`src/design/htd_pkg.sv`:
```
// Shared types and constants for the hot trace head detector.
// Used by htd_cell and by the top level hot_trace_head_detector.
`default_nettype none

package htd_pkg;

    localparam int ADDR_W              = 64;
    localparam int THRESH_W            = 16;
    localparam int TABLE_ENTRIES_DEF   = 64;
    localparam int COUNT_BITS_DEF      = 16;
    localparam logic [THRESH_W-1:0] THRESH_RESET = 16'd50;

    typedef enum logic {
        ST_IDLE,
        ST_UPDATE
    } t_state;

    // Control broadcast from the top level to every cell of the table.
    typedef struct packed {
        logic capture;   // a transaction is accepted this cycle
        logic count_it;  // the accepted target is to be counted
        logic commit;    // the captured lookup is written back this cycle
        logic insert;    // counted target missed: the first free cell takes it
        logic thr_zero;  // threshold is zero, so a new entry fires at once
    } t_cell_ctrl;

endpackage

`default_nettype wire

```
`src/design/htd_cell.sv`:
```
// One table entry of the hot trace head detector: address, hit counter and flags.
// Depends on htd_pkg; cells form a chain through their valid bits.
`default_nettype none

module htd_cell
    import htd_pkg::*;
#(
    parameter int COUNT_BITS = COUNT_BITS_DEF
) (
    input  wire logic                i_clk,
    input  wire logic                i_rst_n,
    input  wire t_cell_ctrl          i_ctrl,
    input  wire logic [ADDR_W-1:0]   i_new_addr,
    input  wire logic [ADDR_W-1:0]   i_upd_addr,
    input  wire logic [THRESH_W-1:0] i_threshold,
    input  wire logic                i_prev_valid,
    output logic                     o_valid,
    output logic                     o_hit,
    output logic                     o_fire
);

    localparam int CMP_W = (COUNT_BITS > THRESH_W) ? COUNT_BITS : THRESH_W;

    logic                  r_valid;
    logic [ADDR_W-1:0]     r_addr;
    logic [COUNT_BITS-1:0] r_count;
    logic                  r_made;
    logic                  r_hit;
    logic                  r_fire;
    logic                  r_count_it;

    logic                  n_hit;
    logic [COUNT_BITS-1:0] n_count_sat;
    logic [COUNT_BITS-1:0] n_count_eval;
    logic                  n_fire;
    logic                  n_take;

    always_comb begin
        n_hit        = r_valid && (r_addr == i_new_addr);
        n_count_sat  = (r_count == '1) ? r_count : r_count + COUNT_BITS'(1);
        n_count_eval = i_ctrl.count_it ? n_count_sat : r_count;
        n_fire       = n_hit && !r_made
                       && (CMP_W'(n_count_eval) >= CMP_W'(i_threshold));
        // Entries fill from the bottom, so the first free cell is the one whose
        // lower neighbour is already taken.
        n_take       = i_ctrl.commit && i_ctrl.insert && i_prev_valid && !r_valid;
    end

    always_ff @(posedge i_clk) begin
        if (!i_rst_n) begin
            r_valid    <= 1'b0;
            r_made     <= 1'b0;
            r_count    <= '0;
            r_hit      <= 1'b0;
            r_fire     <= 1'b0;
            r_count_it <= 1'b0;
        end else begin
            if (i_ctrl.capture) begin
                r_hit      <= n_hit;
                r_fire     <= n_fire;
                r_count_it <= i_ctrl.count_it;
            end
            if (i_ctrl.commit) begin
                if (r_hit) begin
                    if (r_count_it) begin
                        r_count <= n_count_sat;
                    end
                    if (r_fire) begin
                        r_made <= 1'b1;
                    end
                end else if (n_take) begin
                    r_valid <= 1'b1;
                    r_count <= '0;
                    r_made  <= i_ctrl.thr_zero;
                end
            end
        end
    end

    always_ff @(posedge i_clk) begin
        if (n_take) begin
            r_addr <= i_upd_addr;
        end
    end

    assign o_valid = r_valid;
    assign o_hit   = r_hit;
    assign o_fire  = r_fire;

endmodule

`default_nettype wire

```
`config.mk`:
```
export PLATFORM = sky130hd
export DESIGN_NAME = htd_cell
export DESIGN_NICKNAME = d
export VERILOG_FILES = /design/src/design/htd_pkg.sv /design/src/design/htd_cell.sv
export SDC_FILE = /design/constraint.sdc
export NUM_CORES = 1
export LEC_CHECK = 0
export BUFFER_PORTS_ARGS = -buffer_cell sky130_fd_sc_hd__buf_2
export CAP_MARGIN = 20
export CELL_PAD_IN_SITES_DETAIL_PLACEMENT = 1
export CELL_PAD_IN_SITES_GLOBAL_PLACEMENT = 1
export CORE_ASPECT_RATIO = 1.2
export CORE_UTILIZATION = 30
export CTS_CLUSTER_DIAMETER = 150
export DETAILED_ROUTE_END_ITERATION = 10
export HOLD_SLACK_MARGIN = 0.05
export PLACE_DENSITY = 0.66
export SLEW_MARGIN = 0
export SYNTH_ARGS = -nofsm -noshare
export SYNTH_HDL_FRONTEND = slang
export SYNTH_SLANG_ARGS = --single-unit
```
`constraint.sdc`:
```
create_clock -name i_clk -period 3.7 [get_ports i_clk]
set_input_delay 0.555 -clock i_clk [delete_from_list [all_inputs] [get_ports i_clk]]
set_output_delay 0.555 -clock i_clk [all_outputs]
set_load 0.1 [all_outputs]
```
==> reports/results.ini, run 1 <==
[run_status]
status = finished clean

[critical_path]
required_ns = 3.92
crit_slowest_cell = a31oi_1
worst-path-buf-inv = 0
cp.arrival_ns = 3.42
critPathMaxStageDelay_ns = 0.53
end_kind = register
path_class = register to register
cp-start-kind = register
path_cells = ha_1 -> nand2_1 -> nor4_4 -> a31oi_1 -> nand2_1 -> nor2_1 -> xor2_1 -> ha_1 -> a21oi_1 -> nor2_1 -> a211oi_1 -> o21ai_0 -> a21oi_1 -> o31ai_1
cp_max_fo = 8
path_delay_family = compound AO/OA/AOI/OAI gates

[floorplan]
io_pins = 155
start_util_pct = 30.7
die_area_sq_mm = 0.0152
coreArea_sq_mm = 0.0144
dieWidth_um = 113
row_count = 48
die_h_um = 135

[grt]
grt_max_degree = 24
grt_overflow = 0
grt_use_total_pct = 16.0
grt_pass1_wl_mm = 18.7
antenna_found_initial = 1
grt_pass1_vias = 3865

[clock_network]
clock_sinks = 85
cts_root_buf = clkbuf_16
ctsResizeCount = 0
cts_tree = done
clockBufferDepth = 2
clock_latency_ns = 0.33
cts_made_buffers = 9
cts_setup_buffers = 0
clk_pin_slew_worst_paths_ns = 0.07
ctsHoldBuffers = 0
htree_levels = 3

[sta]
clock_skew_ns = 0.00765
max_slew_margin_pct = 48.2
setup_tns_ns = 0
period_share_pct = 86.6
fin_ws_ns = 0.498
slew_viol_final = 0
max_slew.worst_pin.slew_ns = 0.774
fmax_mhz = 312
setup_viol = 0
rsz0062_at_grt = no
final_hold_viol_count = 0
finalCriticalPeriod_ns = 3.20

[logic_synthesis]
ys_ff_latch = 85
async_flop_share_pct = 0
syn_nets = 558
yosysWarnings = 0
synthDistinctLibCells = 44
seq_area_frac_synth_pct = 53.1
synth-edff-count = 64
synth_cells = 389
synth_area_sq_mm = 0.00441
avgSynthCellArea_sq_um = 11.3
synthFlopType = edfxtp_1

[run]
maxCapViolations = 0

[route]
via_per_inst = 4.83
final_antenna_net_count = 0
drcViolationCount = 0
route.met3.wl_mm = 1.04
first_pass_iters = 4
vias = 3513
routed_wirelength_mm = 11.7
wl_met2_mm = 6.15
wl_per_cell_um = 16.1
first_iter_violations = 89
maxUsedRoutingLayer = met5
met1_length_mm = 4.41

[final_layout]
final_common_cell = buf_2
layout-drive-gt1-share_pct = 33.5
final_cell_mix = 154 x buf_2, 64 x edfxtp_1, 54 x xnor2_1
finalNetCount = 716
insertedDiodeCount = 0
syn2layout_area_growth_pct = 29.2
nFillCells = 1639

[pwr]
p_leak_nw = 2.30
cellPowerDensity_mw_per_mm2 = 392
ir_drop_mv = 0.246

[place]
place.port_buffers = 154
pre_cts_ws_ns = 0.461
dp_hpwl_mm = 9.62
gp_congestion = 0.818

[hold_path]
hold_path.class = input port to register

registers in the layout (all words and copies together) (netlist names):
name,count
r_addr,64
r_count_it,1
r_count,16
o_hit,1
o_fire,1
r_made,1
o_valid,1
path summary, 6_finish.rpt:
path | endpoint | startpoint | slack (ns) | cells after the start
max | o_fire | r_count[0] | 0.50 | 14
min | r_addr[0] | i_upd_addr[0] | 0.39 | 1
max reg2reg | o_fire | r_count[0] | 0.50 | 14
min reg2reg | o_fire | r_made | 0.53 | 1
area by class of cell:
type | count | area [sq um] | share of cell area [%]
clock buffer | 10 | 229 | 4.02
tap | 175 | 219 | 3.84
timing repair buffer | 158 | 801 | 14.0
clock inverter | 6 | 93.8 | 1.65
inverter | 19 | 71.3 | 1.25
multi-input combinational | 274 | 1940 | 34.1
sequential | 85 | 2340 | 41.1
cells in the mapped netlist, drive strengths merged (6+ instances only):
| cell type | instances | area share, % |
|---|---|---|
| dfxtp | 21 | 9.5 |
| a21oi | 17 | 1.9 |
| nand4 | 23 | 3.3 |
| edfxtp | 64 | 44 |
| nand2 | 33 | 2.8 |
| a21boi | 9 | 1.5 |
| nand3 | 12 | 1.9 |
| clkbuf | 7 | 0.60 |
| ha | 17 | 4.8 |
| o21ai | 16 | 1.8 |
| inv | 19 | 1.6 |
| nor4 | 7 | 1.3 |
| xor2 | 20 | 4.0 |
| xnor2 | 54 | 11 |
| nor2 | 17 | 1.4 |
| nor3 | 6 | 0.79 |
metal layers:
| layer | global-route usage (%) | vias to the layer above |
|---|---|---|
| met5 | 0 | - |
| met4 | 4.89 | 2 |
| met3 | 5.70 | 9 |
| met2 | 29.7 | 115 |
| met1 | 16.7 | 1651 |
| li1 | - | 1736 |
worst reg2reg max path, stage by stage (launching register included):
cell and delay [ns]:
dfxtp_1 0.39, ha_1 0.33, nand2_1 0.17, nor4_4 0.06, a31oi_1 0.53, nand2_1 0.21
nor2_1 0.17, xor2_1 0.16, ha_1 0.26, a21oi_1 0.15, nor2_1 0.07, a211oi_1 0.25
o21ai_0 0.11, a21oi_1 0.15, o31ai_1 0.08
per-stage QoR:
stage	cell area [sq um]	utilization [%]	instances	hold WS, ns	power (mW)
2_1_floorplan	4410	-	389	0.442	1.16
6_report	5700	39.7	727	0.391	2.23
3_3_place_gp	5380	37.5	711	0.502	1.27
5_1_grt	5700	39.7	727	0.377	2.31
3_5_place_dp	5380	37.5	711	0.522	1.28
4_1_cts	5700	39.7	727	0.379	2.26
kinds of logic (layout without fill, tap and decap cells):
group / after synthesis / after routing / synth area share, %
simple gates: 118 / 118 / 14.8
flops: 85 / 85 / 53.1
xor+xnor: 74 / 74 / 14.7
compound gates: 59 / 59 / 8.31
buf+inv: 30 / 193 / 2.81
fa+ha+maj: 17 / 17 / 4.82
mux: 6 / 6 / 1.48
power by group:
part	internal, mW	switching (mW)	leakage, nW	total (mW)
clock network	0.598	0.386	0.154	0.984
logic	0.103	0.0868	1.39	0.189
registers	1.05	0.00941	0.756	1.06
total	1.75	0.482	2.30	2.23
(Power assumes the default switching activity.)
==> run 2, diff against run 1 <==
--- a/config.mk
+++ b/config.mk
@@ -13,6 +13,7 @@
 export CORE_UTILIZATION = 30
 export CTS_CLUSTER_DIAMETER = 150
 export DETAILED_ROUTE_END_ITERATION = 10
+export GPL_ROUTABILITY_DRIVEN = 1
 export HOLD_SLACK_MARGIN = 0.05
 export PLACE_DENSITY = 0.66
 export SLEW_MARGIN = 0
==> constraint.sdc (replaced) <==
create_clock -name i_clk -period 3.7 [get_ports i_clk]
set_input_delay 0.74 -clock i_clk [delete_from_list [all_inputs] [get_ports i_clk]]
set_output_delay 0.74 -clock i_clk [all_outputs]
set_load 0.1 [all_outputs]
==> run 2 against run 1 <==
  * Register-to-register slack worse by 0.02 ns
  * Flip-flop and latch count stayed put
  * Core utilization is 0.31 points lower
  * Worst hold slack better by 0.14 ns
  * Clock-buffer cell count stayed put
  * Worst setup slack worse by 0.019 ns
==> reports/results.ini, run 2 (synthesis gave the netlist of run 1 again) <==
[run_status]
status = finished clean

[floorplan]
die_h_um = 135  ; unchanged
io_pins = 155  ; unchanged
dieWidth_um = 113  ; unchanged
row_count = 48  ; unchanged
die_area_sq_mm = 0.0152  ; unchanged
start_util_pct = 30.7  ; unchanged
coreArea_sq_mm = 0.0144  ; unchanged

[pwr]
cellPowerDensity_mw_per_mm2 = 374  ; -4.5%
ir_drop_mv = 0.252  ; +2.5%
p_leak_nw = 2.28  ; -1.0%

[final_layout]
largest_register_ffs = 64  ; unchanged
syn2layout_area_growth_pct = 28.2
final_cell_mix = 154 x buf_2, 64 x edfxtp_1, 54 x xnor2_1
final_cells = 727  ; unchanged
finalNetCount = 715  ; -0.14%
regMostFlops = r_addr
final_common_cell = buf_2
nFillCells = 1635  ; -0.24%
reg.largest.list = r_addr x64, r_count x16
layout-drive-gt1-share_pct = 33.4  ; -0.12 points

[sta]
rsz0062_at_grt = no
setup_tns_ns = 0  ; unchanged
fmax_mhz = 310  ; -0.57%
clock_skew_ns = 0.0112  ; +0.00356 ns
final_hold_viol_count = 0  ; unchanged
period_share_pct = 87.1  ; +0.50 points
max_slew.worst_pin.slew_ns = 0.837  ; +0.0631 ns
setup_viol = 0  ; unchanged
max_slew_margin_pct = 44.2  ; -4.0 points
finalCriticalPeriod_ns = 3.22  ; +0.0185 ns
slew_viol_final = 0  ; unchanged

[route]
first_pass_iters = 4  ; unchanged
drcViolationCount = 0  ; unchanged
final_antenna_net_count = 0  ; unchanged
via_per_inst = 4.87  ; +0.77%
first_iter_violations = 83  ; -6.7%
routed_wirelength_mm = 11.8  ; +0.35%
wl_per_cell_um = 16.2  ; +0.35%
vias = 3540  ; +0.77%

[hold_path]
hold_path.class = register to register

[grt]
grt_pass1_vias = 3833  ; -0.83%
grt_use_total_pct = 16.2  ; +0.21 points
grt_overflow = 0  ; unchanged
grt_pass1_wl_mm = 18.7  ; -0.29%
grt_max_degree = 65  ; +170%
antenna_found_initial = 2  ; +1

[critical_path]
critPathMaxStageDelay_ns = 0.56  ; +0.03 ns
path_delay_family = compound AO/OA/AOI/OAI gates
cp.arrival_ns = 3.45  ; +0.03 ns
cp-start-kind = register
end_kind = register
required_ns = 3.93  ; about the same
path_cells = ha_1 -> nand2_1 -> nor4_4 -> a31oi_1 -> nand2_1 -> nor2_1 -> xor2_1 -> ha_1 -> a21oi_1 -> nor2_1 -> a211oi_1 -> o21ai_0 -> a21oi_1 -> o31ai_1
crit_slowest_cell = a31oi_1
cp_max_fo = 8  ; unchanged
path_class = register to register
worst-path-buf-inv = 0  ; unchanged

[clock_network]
htree_levels = 3  ; unchanged
cts_setup_buffers = 0  ; unchanged
clock_latency_ns = 0.34  ; about the same
cts_tree = done
clk_pin_slew_worst_paths_ns = 0.07  ; about the same
clock_sinks = 85  ; unchanged
ctsResizeCount = 0  ; unchanged
cts_made_buffers = 9  ; unchanged
ctsHoldBuffers = 0  ; unchanged
cts_root_buf = clkbuf_16
clockBufferDepth = 2  ; unchanged

[place]
dp_cells = 710  ; -0.14%
gp_congestion = 0.787  ; -3.9%
place.port_buffers = 154  ; unchanged
dp_hpwl_mm = 9.48  ; -1.5%

[run]
maxCapViolations = 0  ; unchanged

run 2: worst register-to-register path: cells and delay by family (launching register included):
family          cells  cell delay [ns]
compound gates      6             1.26
xor+xnor            1             0.16
flops               1             0.39
fa+ha+maj           2             0.59
simple gates        5             0.69
run 2: layout make-up:
| cell class | instances | area [sq um] | area share, % |
|---|---|---|---|
| clock inverters | 6 | 53.8 | 0.951 |
| inverters | 19 | 71.3 | 1.26 |
| multi-input cells | 274 | 1940 | 34.4 |
| flip-flops and latches | 85 | 2340 | 41.4 |
| diodes | 1 | 2.50 | 0.0442 |
| repair buffers | 157 | 793 | 14.0 |
| clock buffers | 10 | 229 | 4.05 |
| well taps | 175 | 219 | 3.87 |
run 2: path summary, 6_finish.rpt:
path         cells past startpoint  endpoint  slack [ns]       start
max                             14    o_fire        0.48  r_count[0]
min                              1    o_fire        0.53      r_made
max reg2reg                     14    o_fire        0.48  r_count[0]
min reg2reg                      1    o_fire        0.53      r_made
run 2: metrics by stage:
| stage | utilization (%) | power, mW | cell area, sq um | hold slack, ns | worst slack, ns |
|---|---|---|---|---|---|
| after global placement | 37.4 | 1.27 | 5370 | 0.503 | 0.634 |
| after global routing | 39.4 | 2.20 | 5650 | 0.543 | 0.215 |
| after detailed placement | 37.4 | 1.28 | 5370 | 0.514 | 0.436 |
| final | 39.4 | 2.12 | 5660 | 0.535 | 0.479 |
| after floorplan | - | 1.16 | 4410 | 0.442 | 0.825 |
| after CTS | 39.4 | 2.15 | 5650 | 0.524 | 0.440 |
run 2: report_power, final:
part	internal (mW)	total (mW)	switching (mW)	leakage (nW)
combinational	0.102	0.190	0.0878	1.39
sequential	1.05	1.06	0.00968	0.756
clock	0.467	0.865	0.397	0.136
run 2: per-layer routing:
metal	part of all wire, %	vias up	GRT usage, %
met5	0.068	-	0
met4	1.8	2	7.11
met3	9.6	16	5.88
met2	51	124	28.8
met1	38	1663	17.1
li1	-	1735	-
